<file path="config.mk">
export PLATFORM = sky130hd
export DESIGN_NAME = image_capture_query_sequencer_flat
export DESIGN_NICKNAME = d
export VERILOG_FILES = /design/src/hw/rtl/icqs_pkg.sv /design/src/hw/rtl/icqs_if.sv /design/src/hw/rtl/image_capture_query_sequencer.sv /design/src/hw/rtl/icqs_step.sv /design/src/flat_wrapper.sv
export SDC_FILE = /design/constraint.sdc
export NUM_CORES = 1
export LEC_CHECK = 0
export BUFFER_PORTS_ARGS = -buffer_cell sky130_fd_sc_hd__buf_2
export CAP_MARGIN = 5
export CORE_MARGIN = 3
export CORE_UTILIZATION = 35
export DETAILED_ROUTE_END_ITERATION = 8
export GPL_TIMING_DRIVEN = 0
export PLACE_DENSITY = 0.6
export SETUP_SLACK_MARGIN = 0.05
export SYNTH_ARGS = -nofsm -noshare
export SYNTH_HDL_FRONTEND = slang
export SYNTH_SLANG_ARGS = --single-unit
</file>
<file path="constraint.sdc">
create_clock -name i_clk -period 5.09 [get_ports i_clk]
set_input_delay 0.2545 -clock i_clk [delete_from_list [all_inputs] [get_ports i_clk]]
set_output_delay 0.2545 -clock i_clk [all_outputs]
set_load 0.1 [all_outputs]
</file>
<file path="src/hw/rtl/icqs_pkg.sv">
// Package for the image capture query sequencer: item and state types,
// phase, operation, query and status codes, register indexes and reset values.
// No dependencies.
package icqs_pkg;

    // Operation codes of an input item
    localparam logic [1:0] OP_START = 2'd0;
    localparam logic [1:0] OP_TICK  = 2'd1;
    localparam logic [1:0] OP_RESP  = 2'd2;

    // Query kinds
    localparam logic [2:0] QK_NONE      = 3'd0;
    localparam logic [2:0] QK_HANDSHAKE = 3'd1;
    localparam logic [2:0] QK_HEALTH    = 3'd2;
    localparam logic [2:0] QK_PARAMS    = 3'd3;
    localparam logic [2:0] QK_SIZE      = 3'd4;
    localparam logic [2:0] QK_PACKET    = 3'd5;
    localparam logic [2:0] QK_SHUTDOWN  = 3'd6;

    // Run status
    localparam logic [1:0] ST_BUSY  = 2'd0;
    localparam logic [1:0] ST_DONE  = 2'd1;
    localparam logic [1:0] ST_ERROR = 2'd2;

    // Configuration register indexes
    localparam int unsigned CFG_IDX_W = 2;
    localparam logic [CFG_IDX_W-1:0] CFG_BUFFER_CAPACITY   = 2'd0;
    localparam logic [CFG_IDX_W-1:0] CFG_PHASE_TIMEOUT_MS  = 2'd1;
    localparam logic [CFG_IDX_W-1:0] CFG_RETRY_INTERVAL_MS = 2'd2;
    localparam int unsigned CFG_DATA_W = 32;

    localparam logic [15:0] RST_BUFFER_CAPACITY   = 16'd65535;
    localparam logic [31:0] RST_PHASE_TIMEOUT_MS  = 32'd30000;
    localparam logic [31:0] RST_RETRY_INTERVAL_MS = 32'd100;

    typedef enum logic [7:0] {
        PH_HANDSHAKE = 8'b0000_0001,
        PH_HEALTH    = 8'b0000_0010,
        PH_PARAMS    = 8'b0000_0100,
        PH_SIZE      = 8'b0000_1000,
        PH_PACKET    = 8'b0001_0000,
        PH_SHUTDOWN  = 8'b0010_0000,
        PH_DONE      = 8'b0100_0000,
        PH_ERROR     = 8'b1000_0000
    } t_phase;

    typedef struct packed {
        logic [1:0]  operation;
        logic [31:0] now_ms;
        logic        resp_ok;
        logic [7:0]  health_status;
        logic [15:0] reported_size;
        logic [15:0] packet_length;
    } t_in_item;

    typedef struct packed {
        logic [2:0]  query_kind;
        logic        resend_request;
        logic [15:0] write_offset;
        logic        write_enable;
        logic [1:0]  run_status;
        logic [15:0] bytes_total;
    } t_out_item;

    typedef struct packed {
        logic [15:0] buffer_capacity;
        logic [31:0] phase_timeout_ms;
        logic [31:0] retry_interval_ms;
    } t_cfg;

    typedef struct packed {
        t_phase      phase;
        logic [31:0] phase_start;
        logic [31:0] last_attempt;
        logic [15:0] expected_size;
        logic [15:0] received_count;
        logic        resend_flag;
        logic        query_outstanding;
    } t_state;

endpackage

</file>
<file path="src/hw/rtl/icqs_if.sv">
// Valid/ready channel interfaces for sequencer items and results.
// Depends on icqs_pkg.
interface icqs_in_if import icqs_pkg::*; ();
    logic     valid;
    logic     ready;
    t_in_item payload;

    modport source (output valid, output payload, input ready);
    modport sink   (input valid, input payload, output ready);
endinterface

interface icqs_out_if import icqs_pkg::*; ();
    logic      valid;
    logic      ready;
    t_out_item payload;

    modport source (output valid, output payload, input ready);
    modport sink   (input valid, input payload, output ready);
endinterface

</file>
<file path="src/hw/rtl/image_capture_query_sequencer.sv">
// Top level of the image capture query sequencer: state and config registers,
// output register. Depends on icqs_pkg, icqs_if.sv and icqs_step.
//
//  channel | dir | payload     | transfer when
//  --------+-----+-------------+------------------------------------
//  i_in    | in  | t_in_item   | i_in.valid && i_in.ready
//  o_out   | out | t_out_item  | o_out.valid && o_out.ready
//  cfg     | in  | idx, data   | i_cfg_we high (no handshake)
//
// One item per cycle while the output drains: the step logic runs straight
// off the input payload and its result lands in the output register at the
// same edge as the state; o_out.valid rises in the cycle after the transfer.
// i_in.ready drops only while a result sits in the output register and the
// sink holds o_out.ready low; the next item is taken in the cycle it is freed.
// Synchronous active-low reset: phase goes to done (idle), counters and
// timestamps to zero, config registers to their defaults, output empty.
module image_capture_query_sequencer import icqs_pkg::*; (
    input  logic                 i_clk,
    input  logic                 i_rst_n,
    icqs_in_if.sink              i_in,
    icqs_out_if.source           o_out,
    input  logic                 i_cfg_we,
    input  logic [CFG_IDX_W-1:0] i_cfg_idx,
    input  logic [CFG_DATA_W-1:0] i_cfg_data
);

    t_state    r_state;
    t_state    n_state;
    t_cfg      r_cfg;
    t_out_item r_out;
    t_out_item n_out;
    logic      r_out_valid;
    logic      in_xfer;

    // output register drains or is empty: room for a new result
    assign i_in.ready    = !r_out_valid || o_out.ready;
    assign in_xfer       = i_in.valid && i_in.ready;
    assign o_out.valid   = r_out_valid;
    assign o_out.payload = r_out;

    icqs_step u_step (
        .i_state  (r_state),
        .i_cfg    (r_cfg),
        .i_item   (i_in.payload),
        .o_next   (n_state),
        .o_result (n_out)
    );

    // sequencer state advances only on an input transfer
    always_ff @(posedge i_clk) begin
        if (!i_rst_n) begin
            r_state.phase             <= PH_DONE;
            r_state.phase_start       <= '0;
            r_state.last_attempt      <= '0;
            r_state.expected_size     <= '0;
            r_state.received_count    <= '0;
            r_state.resend_flag       <= 1'b0;
            r_state.query_outstanding <= 1'b0;
        end else if (in_xfer) begin
            r_state <= n_state;
        end
    end

    // config writes; indexes past the list are dropped
    always_ff @(posedge i_clk) begin
        if (!i_rst_n) begin
            r_cfg.buffer_capacity   <= RST_BUFFER_CAPACITY;
            r_cfg.phase_timeout_ms  <= RST_PHASE_TIMEOUT_MS;
            r_cfg.retry_interval_ms <= RST_RETRY_INTERVAL_MS;
        end else if (i_cfg_we) begin
            unique case (i_cfg_idx)
                CFG_BUFFER_CAPACITY:   r_cfg.buffer_capacity   <= i_cfg_data[15:0];
                CFG_PHASE_TIMEOUT_MS:  r_cfg.phase_timeout_ms  <= i_cfg_data[31:0];
                CFG_RETRY_INTERVAL_MS: r_cfg.retry_interval_ms <= i_cfg_data[31:0];
                default: ;
            endcase
        end
    end

    // output register: valid is control, payload loads on transfer
    always_ff @(posedge i_clk) begin
        if (!i_rst_n) begin
            r_out_valid <= 1'b0;
        end else if (in_xfer) begin
            r_out_valid <= 1'b1;
        end else if (o_out.ready) begin
            r_out_valid <= 1'b0;
        end
    end

    always_ff @(posedge i_clk) begin
        if (in_xfer) begin
            r_out <= n_out;
        end
    end

endmodule

</file>
<file path="src/hw/rtl/icqs_step.sv">
// Next-state and result logic for one sequencer item.
// Depends on icqs_pkg.
module icqs_step import icqs_pkg::*; (
    input  t_state    i_state,
    input  t_cfg      i_cfg,
    input  t_in_item  i_item,
    output t_state    o_next,
    output t_out_item o_result
);

    logic [31:0] since_start;
    logic [31:0] since_attempt;
    logic [16:0] fill_sum;
    logic        pkt_fits;
    logic        size_ok;

    assign since_start   = i_item.now_ms - i_state.phase_start;
    assign since_attempt = i_item.now_ms - i_state.last_attempt;
    assign fill_sum      = {1'b0, i_state.received_count} + {1'b0, i_item.packet_length};
    assign pkt_fits      = (i_item.packet_length != 16'd0)
                         && (fill_sum <= {1'b0, i_cfg.buffer_capacity});
    assign size_ok       = (i_item.reported_size != 16'd0)
                         && (i_item.reported_size <= i_cfg.buffer_capacity);

    always_comb begin
        o_next   = i_state;
        o_result = '0;

        unique case (i_item.operation)
            OP_START: begin
                o_next.expected_size     = '0;
                o_next.received_count    = '0;
                o_next.resend_flag       = 1'b0;
                o_next.query_outstanding = 1'b0;
                o_next.phase             = PH_HANDSHAKE;
                o_next.phase_start       = i_item.now_ms;
                o_next.last_attempt      = '0;
            end
            OP_TICK: begin
                if (i_state.phase != PH_DONE && i_state.phase != PH_ERROR) begin
                    if (since_start > i_cfg.phase_timeout_ms) begin
                        o_next.phase             = PH_ERROR;
                        o_next.query_outstanding = 1'b0;
                    end else if (since_attempt >= i_cfg.retry_interval_ms) begin
                        o_next.last_attempt      = i_item.now_ms;
                        o_next.query_outstanding = 1'b1;
                        unique case (i_state.phase)
                            PH_HANDSHAKE: o_result.query_kind = QK_HANDSHAKE;
                            PH_HEALTH:    o_result.query_kind = QK_HEALTH;
                            PH_PARAMS:    o_result.query_kind = QK_PARAMS;
                            PH_SIZE:      o_result.query_kind = QK_SIZE;
                            PH_PACKET:    o_result.query_kind = QK_PACKET;
                            default:      o_result.query_kind = QK_SHUTDOWN;
                        endcase
                        o_result.resend_request = (i_state.phase == PH_PACKET)
                                                && i_state.resend_flag;
                    end
                end
            end
            OP_RESP: begin
                if (i_state.query_outstanding
                        && i_state.phase != PH_DONE && i_state.phase != PH_ERROR) begin
                    o_next.query_outstanding = 1'b0;
                    unique case (i_state.phase)
                        PH_HANDSHAKE: begin
                            if (i_item.resp_ok) begin
                                o_next.phase        = PH_HEALTH;
                                o_next.phase_start  = i_item.now_ms;
                                o_next.last_attempt = '0;
                            end
                        end
                        PH_HEALTH: begin
                            if (i_item.resp_ok && i_item.health_status == 8'd0) begin
                                o_next.phase        = PH_PARAMS;
                                o_next.phase_start  = i_item.now_ms;
                                o_next.last_attempt = '0;
                            end
                        end
                        PH_PARAMS: begin
                            if (i_item.resp_ok) begin
                                o_next.phase        = PH_SIZE;
                                o_next.phase_start  = i_item.now_ms;
                                o_next.last_attempt = '0;
                            end
                        end
                        PH_SIZE: begin
                            if (i_item.resp_ok && size_ok) begin
                                o_next.expected_size  = i_item.reported_size;
                                o_next.received_count = '0;
                                o_next.resend_flag    = 1'b0;
                                o_next.phase          = PH_PACKET;
                                o_next.phase_start    = i_item.now_ms;
                                o_next.last_attempt   = '0;
                            end
                        end
                        PH_PACKET: begin
                            if (i_item.resp_ok && pkt_fits) begin
                                o_result.write_enable = 1'b1;
                                o_result.write_offset = i_state.received_count;
                                o_next.received_count = fill_sum[15:0];
                                o_next.resend_flag    = 1'b0;
                                if (fill_sum[15:0] >= i_state.expected_size) begin
                                    o_next.phase        = PH_SHUTDOWN;
                                    o_next.phase_start  = i_item.now_ms;
                                    o_next.last_attempt = '0;
                                end else begin
                                    o_next.last_attempt = i_item.now_ms;
                                end
                            end else begin
                                o_next.resend_flag = 1'b1;
                            end
                        end
                        default: begin
                            if (i_item.resp_ok) begin
                                o_next.phase        = PH_DONE;
                                o_next.phase_start  = i_item.now_ms;
                                o_next.last_attempt = '0;
                            end
                        end
                    endcase
                end
            end
            default: ;
        endcase

        // status reflects the state after this item
        if (o_next.phase == PH_DONE) begin
            o_result.run_status = ST_DONE;
        end else if (o_next.phase == PH_ERROR) begin
            o_result.run_status = ST_ERROR;
        end else begin
            o_result.run_status = ST_BUSY;
        end
        o_result.bytes_total = (o_next.phase == PH_ERROR) ? 16'd0 : o_next.received_count;
    end

endmodule

</file>
<file path="src/flat_wrapper.sv">
// flat-port wrapper written by rule: the top's interface ports become plain ports
module image_capture_query_sequencer_flat import icqs_pkg::*;
  (i_clk, i_rst_n, i_cfg_we, i_cfg_idx, i_cfg_data, i_in_valid, i_in_payload, i_in_ready, o_out_valid, o_out_payload, o_out_ready);
  icqs_in_if i_in_i ();
  icqs_out_if o_out_i ();
  input  logic i_clk;
  input  logic i_rst_n;
  input  logic i_cfg_we;
  input  logic [CFG_IDX_W-1:0] i_cfg_idx;
  input  logic [CFG_DATA_W-1:0] i_cfg_data;
  input wire logic [$bits(i_in_i.valid)-1:0] i_in_valid;
  input wire logic [$bits(i_in_i.payload)-1:0] i_in_payload;
  output wire logic [$bits(i_in_i.ready)-1:0] i_in_ready;
  output wire logic [$bits(o_out_i.valid)-1:0] o_out_valid;
  output wire logic [$bits(o_out_i.payload)-1:0] o_out_payload;
  input wire logic [$bits(o_out_i.ready)-1:0] o_out_ready;
  assign i_in_i.valid = i_in_valid;
  assign i_in_i.payload = i_in_payload;
  assign i_in_ready = i_in_i.ready;
  assign o_out_valid = o_out_i.valid;
  assign o_out_payload = o_out_i.payload;
  assign o_out_i.ready = o_out_ready;
  image_capture_query_sequencer u_core (.i_clk(i_clk), .i_rst_n(i_rst_n), .i_in(i_in_i), .o_out(o_out_i), .i_cfg_we(i_cfg_we), .i_cfg_idx(i_cfg_idx), .i_cfg_data(i_cfg_data));
endmodule
</file>
# Word-level counts from Yosys, hierarchy flattened
# Cells that the tools add are included.
[word_totals]
regBits = 226
inputBits = 114
output_inout_bits = 41
elab_cells = 119
[op_classes]
addsub = 3
magnitude_cmp = 5
n_eq_ne = 28
mux = 32
bitwise_logic = 3
reduce_logical = 31
[ops]
columns = ["op", "n"]
rows = [
  ["$mux W72", 5],
  ["$pmux W72 S5", 1],
  ["$mux W32", 4],
  ["$mux W106", 1],
  ["$mux W105", 1],
  ["$pmux W32 S3", 1],
  ["$pmux W33 S2", 1],
  ["$pmux W32 S2", 1],
  ["$sub A32 B32 Y32", 2],
  ["$mux W40", 1],
  ["$pmux W17 S2", 1],
  ["$ge A32 B32 Y1", 1],
  ["$gt A32 B32 Y1", 1],
  ["$mux W16", 2],
  ["$reduce_bool A16 Y1", 2],
  ["$pmux W8 S3", 1],
  ["$ne A3 B3 Y1 const B", 7],
  ["$add A16 B16 Y17", 1],
  ["$le A17 B16 Y1", 1],
  ["$ge A16 B16 Y1", 1],
  ["$le A16 B16 Y1", 1],
  ["$mux W8", 2],
  ["$pmux W3 S5", 1],
  ["$reduce_and A5 Y1", 3],
  ["other kinds (32)", 59],
]

# Logic depth before layout (Yosys ltp)
[depth]
ltp_word = 10
ltp_mapped = 24
ltp_nobuf = 23

# Cells and area by module
# Synthesis repeated with hierarchy kept, for this count alone.
[hier_totals]
hier_cells = 2182
hier_area_um2 = 17773.3
[by_module_without_submodules]
columns = ["mod", "instances", "cells_per_inst", "area_per_inst_um2", "seq_area_each_um2"]
rows = [
  ["icqs_step", 1, 1352, 9644.2, 0.0],
  ["image_capture_query_sequencer", 1, 830, 8129.0, 4914.7],
]

# Least setup slack after synthesis
# Ideal clock, no wire load.
[synth_path]
kind = "input to register"
start = "input i_in_payload[41]"
end = "register u_core.r_out, in the netlist u_core.o_out.payload[11] (data pin)"
setup_ns = 0.256
arrival_time_ns = 5.009
t_required_ns = 4.834
setup_slack_ns = -0.176
cell_stages = 23
n_path_buf = 1
cell_sequence = "inv_1 ha_1 inv_1 fa_1 a211oi_1 o21ai_0 nand4_1 nand3_1 a2111oi_0 o31ai_1 a21boi_2 nor4_1 a311o_1 ha_1 nand4_1 nor4_1 nor2b_1 a221oi_1 nor4_1 o2111ai_1 nor4_4 buf_4 nor2_1"
[synth_between]
elab_chain_len = 6
[synth_lines]
columns = ["item", "line_no", "rtl"]
rows = [
  ["start: declaration", "flat_wrapper.sv:12", "input wire logic [$bits(i_in_i.payload)-1:0] i_in_payload;"],
  ["$sub A32 B32 Y32", "icqs_step.sv:17", "assign since_start = i_item.now_ms - i_state.phase_start;"],
  ["$gt A32 B32 Y1", "icqs_step.sv:41", "if (since_start > i_cfg.phase_timeout_ms) begin"],
  ["$mux W8", "icqs_step.sv:41", ""],
  ["$mux W8", "icqs_step.sv:40", "if (i_state.phase != PH_DONE && i_state.phase != PH_ERROR) begin"],
  ["$pmux W8 S3", "icqs_step.sv:29", "unique case (i_item.operation)"],
  ["$eq A8 B8 Y1", "icqs_step.sv:134", "o_result.bytes_total = (o_next.phase == PH_ERROR) ? 16'd0 : o_next.received_count;"],
  ["end signal: assignment", "image_capture_query_sequencer.sv:93", "r_out <= n_out;"],
  ["end: declaration", "image_capture_query_sequencer.sv:30", "t_out_item r_out;"],
]
# Every way passes these cells.
# A chain may end at the register's enable or synchronous reset.

# Final worst setup path
[layout_path]
start = "register u_core.r_state[66] (netlist name)"
end = "register u_core.r_out, in the netlist u_core.o_out.payload[8] (data pin)"
[layout_between]
elab_chain_len = 6
[layout_lines]
columns = ["item", "line_no", "rtl"]
rows = [
  ["start: declaration", "image_capture_query_sequencer.sv:27", "t_state r_state;"],
  ["start signal: assignment", "image_capture_query_sequencer.sv:60", "r_state <= n_state;"],
  ["$sub A32 B32 Y32", "icqs_step.sv:17", ""],
  ["$gt A32 B32 Y1", "icqs_step.sv:41", ""],
  ["$mux W8", "icqs_step.sv:41", ""],
  ["$mux W8", "icqs_step.sv:40", ""],
  ["$pmux W8 S3", "icqs_step.sv:29", ""],
  ["$eq A8 B8 Y1", "icqs_step.sv:134", ""],
]
# Every way passes these cells.

==> metrics <==
vias in the first global route=14,700; largest net degree at the start of global routing=35; Rows=just under 80; period utilization=1.08; Reg2Reg Setup Slack=-0.40 ns; Hold Violations, Final=1; Yosys warnings=0; core area=between 40,000 and 50,000 µm²; Hold Path Depth=3; Via Count=approximately 15,000; most used cell along the critical path=buf_4; Via-to-Cell Ratio=about 5.3; initial antenna violation count=1; clk sinks=between 200 and 250; outcome=finished, violations left; CP endpoint kind=flip-flop; Total GRT Usage=0.205; area leader, netlist=dfxtp_1; post-synthesis register bit count=226; maximum clock frequency=about 180 MHz; height of the die=about 220 µm; antenna viol nets, final=0; DRC violations left=0; Hold-fix buffers, CTS=73; hold path startpoint=i_in_payload[41]; R2R depth=26; slowest CP cell=a2111oi_4; cts bufs inserted=27; Reg area=approximately 4900 µm²; Post-Syn Area=15,800 µm²; GRT overflow=0; Buffers on Ports=between 150 and 200; Post-synth EDFFs=39; hold slack=-0.0465 ns; relative slew slack=0.328; # fillers=~4,400; cell family with the largest share of critical-path delay=compound AO/OA/AOI/OAI gates; Min-Delay Path Class=primary input to flip-flop; setup violators final=56; Post-synth top flop=dfxtp_1; Max IR drop VDD=0.000230 V; buffers plus inverters on the worst setup path=6; final layout net count=~2,600; Worst R2R Start=u_core.r_state[66]$_SDFFE_PN0P_; Final WS setup=-0.399 ns; kind of critical path=flip-flop to flip-flop; failing checks=hold timing, setup timing; worst-skew pair later-pin latency=approximately 0.57 ns; RSZ-0062 raised after global routing=yes; die area=47,900 µm²; htree depth=1; Distinct cells, synth=between 70 and 80; I/O pin count=approximately 160; total of max-cap violations=0; CTS max path bufs=3; sequential area share after synthesis=0.310; WP data required=~5.4 ns; Critical Path AT=roughly 5.8 ns; TritonRoute pass-1 iters=5; pre-CTS WS=-1.80 ns; area of the multi-input gates=10,500 µm²; slew of the pin with the lowest slew margin=between 1 and 1.5 ns; asr flop ratio synth=0; Reg-to-Reg End=u_core.o_out.payload[8]$_SDFFCE_PN0P_; post-synth top area share=0.236; critical path depth=26; synthesized area per cell=8.01 µm²; Layout area overhead=27.6%; CTS tree=yes; power per cell area=between 200 and 300 nW/µm²; fin. max-slew vios=0; DP HPWL=a little under 40 mm; Initial Util=0.356; root buffer cell=clkbuf_16; layout cells sized above 1=0.167; Horiz. Die Dim=approximately 220 µm; clock-pin slew on the worst setup and hold paths=0.06 ns; initial DRC count=between 1,000 and 1,500; CP max stage delay=around 0.53 ns; post-route setup TNS=-14.62 ns; Avg WL per Cell=17.9 µm; Min-Delay Endpoint=u_core.r_state[34]$_SDFFE_PN0P_; Tmin final=between 5 and 6 ns; startpoint class of the critical path=flip-flop; clk_skew=roughly 0.024 ns; gpl congestion=roughly 0.92; Leak=roughly 0.0083 µW; dominant cells by area after synthesis=dfxtp_1 (24%), ha_1 (15%), edfxtp_1 (7.4%); first-pass GRT wire length=between 70 and 80 mm; Mapped Nets=about 2,300; Crit Path Max Fanout=5; Mapped Cells=1,977; Detailed Route WL=51.4 mm
cell usage in the layout (no fill, tap or decap), drive strengths merged, types with 6 or more instances in the layout:
master / n
nand3: 65
buf: 211
o22ai: 14
a21oi: 171
a211oi: 13
a31oi: 8
ha: 194
o21a: 25
o211ai: 36
edfxtp: 39
and2: 6
nor2b: 19
nand2: 309
a22oi: 31
o21bai: 6
xnor2: 46
a211o: 8
nor4: 24
a21o: 52
inv: 200
o31ai: 7
dfxtp: 187
a2111oi: 6
nor3: 22
mux2i: 35
and3: 36
xor2: 23
nand2b: 14
nor2: 98
dlygate4sd3: 73
nand4: 26
o21ai: 96
clkbuf: 90
worst reg2reg max path: stages, from the launching register on:
cell and delay, ns:
dfxtp_2 0.35, ha_4 0.15, inv_2 0.04, fa_2 0.36
a211oi_4 0.26, o21ai_2 0.10, nand4_1 0.19, nand3_2 0.16
a2111oi_4 0.53, o31ai_4 0.14, a21boi_2 0.23, nor4_2 0.07
a311o_1 0.33, ha_1 0.28, nand4_1 0.16, buf_4 0.18
nor4_4 0.13, buf_4 0.18, nor2b_4 0.18, a221oi_4 0.11
buf_6 0.15, o21ai_4 0.13, o41ai_4 0.12, nor4_4 0.30
buf_4 0.19, buf_8 0.13, nor2_1 0.05
worst max-delay path by stage:
stage                                         start                                endpoint
global placement                   i_in_payload[41]         u_core.r_state[53]$_SDFFE_PN0P_
CTS                 u_core.r_state[66]$_SDFFE_PN0P_   u_core.o_out.payload[7]$_SDFFCE_PN0P_
global route        u_core.r_state[66]$_SDFFE_PN0P_   u_core.o_out.payload[6]$_SDFFCE_PN0P_
finish              u_core.r_state[66]$_SDFFE_PN0P_   u_core.o_out.payload[8]$_SDFFCE_PN0P_
floorplan                          i_in_payload[41]  u_core.o_out.payload[11]$_SDFFCE_PN0P_
detailed placement                 i_in_payload[41]         u_core.r_state[53]$_SDFFE_PN0P_
what timing repair did:
item / CTS / global route
pin swaps: 28 / 62
gates resized for setup: 72 / 114
endpoints found under the setup margin: 128 / 122
endpoints found under the hold margin: 129 / 1
setup buffers: 19 / 9
gates cloned: 1 / 5
metal layers:
metal  up-vias  wire length (µm)  GRT usage
met1      7199             23000      0.266
met4         0              1790     0.0693
met5         -                 0          0
met3        97              2180     0.0221
li1       7588                 -          -
met2       403             24500      0.356
power by group:
group          leakage, µW  switching (µW)  internal, µW  total, µW
Combinational      0.00597             857           539       1400
Clock             0.000457             805          1250       2050
Sequential         0.00191            25.1          1870       1900
Total              0.00834            1690          3660       5350
registers in the layout (all words and copies together), names as in the netlist:
signal and flops:
u_core.r_state 106, u_core.r_cfg 80, u_core.o_out.payload 39, u_core.o_out.valid 1
metrics by stage:
step	cells	cell area, µm²	util	total power (µW)	hold slack [ns]
detailed placement	2722	17400	0.391	3130	0.448
floorplan	1977	15900	-	2780	0.383
global route	2876	20200	0.454	5600	-0.0432
CTS	2862	19500	0.439	5300	-0.0826
global placement	2721	17400	0.391	3110	0.443
finish	2876	20200	0.454	5350	-0.0465
final cells by class:
type,instances,area share
Multi-Input combinational cell,1475,0.521
Sequential cell,226,0.243
Timing Repair Buffer,260,0.0927
Clock buffer,38,0.0379
Inverter,198,0.0368
Tap cell,592,0.0366
Buffer,76,0.0240
Clock inverter,10,0.00786
Antenna cell,1,0.000124
logic make-up (layout without fill, tap and decap cells):
family / after synthesis / count (layout) / synth area share
buffers and inverters: 276 / 582 / 0.0699
other: 0 / 1 / 0
multiplexers: 35 / 35 / 0.0221
adder cells (fa/ha/maj): 197 / 197 / 0.157
flip-flops: 226 / 226 / 0.310
XOR/XNOR: 69 / 69 / 0.0381
AO/OA/AOI/OAI: 522 / 522 / 0.211
AND/OR/NAND/NOR: 652 / 652 / 0.191
synthesized netlist by cell type, drive strengths merged, types with 31 or more instances:
cell type and instances:
a21o 52, a21oi 171, a22oi 31, and3 36
clkbuf 52, dfxtp 187, edfxtp 39, ha 194
inv 198, mux2i 35, nand2 309, nand3 65
nor2 98, o211ai 36, o21ai 96, xnor2 46
Power figures use the tool's default switching activity.
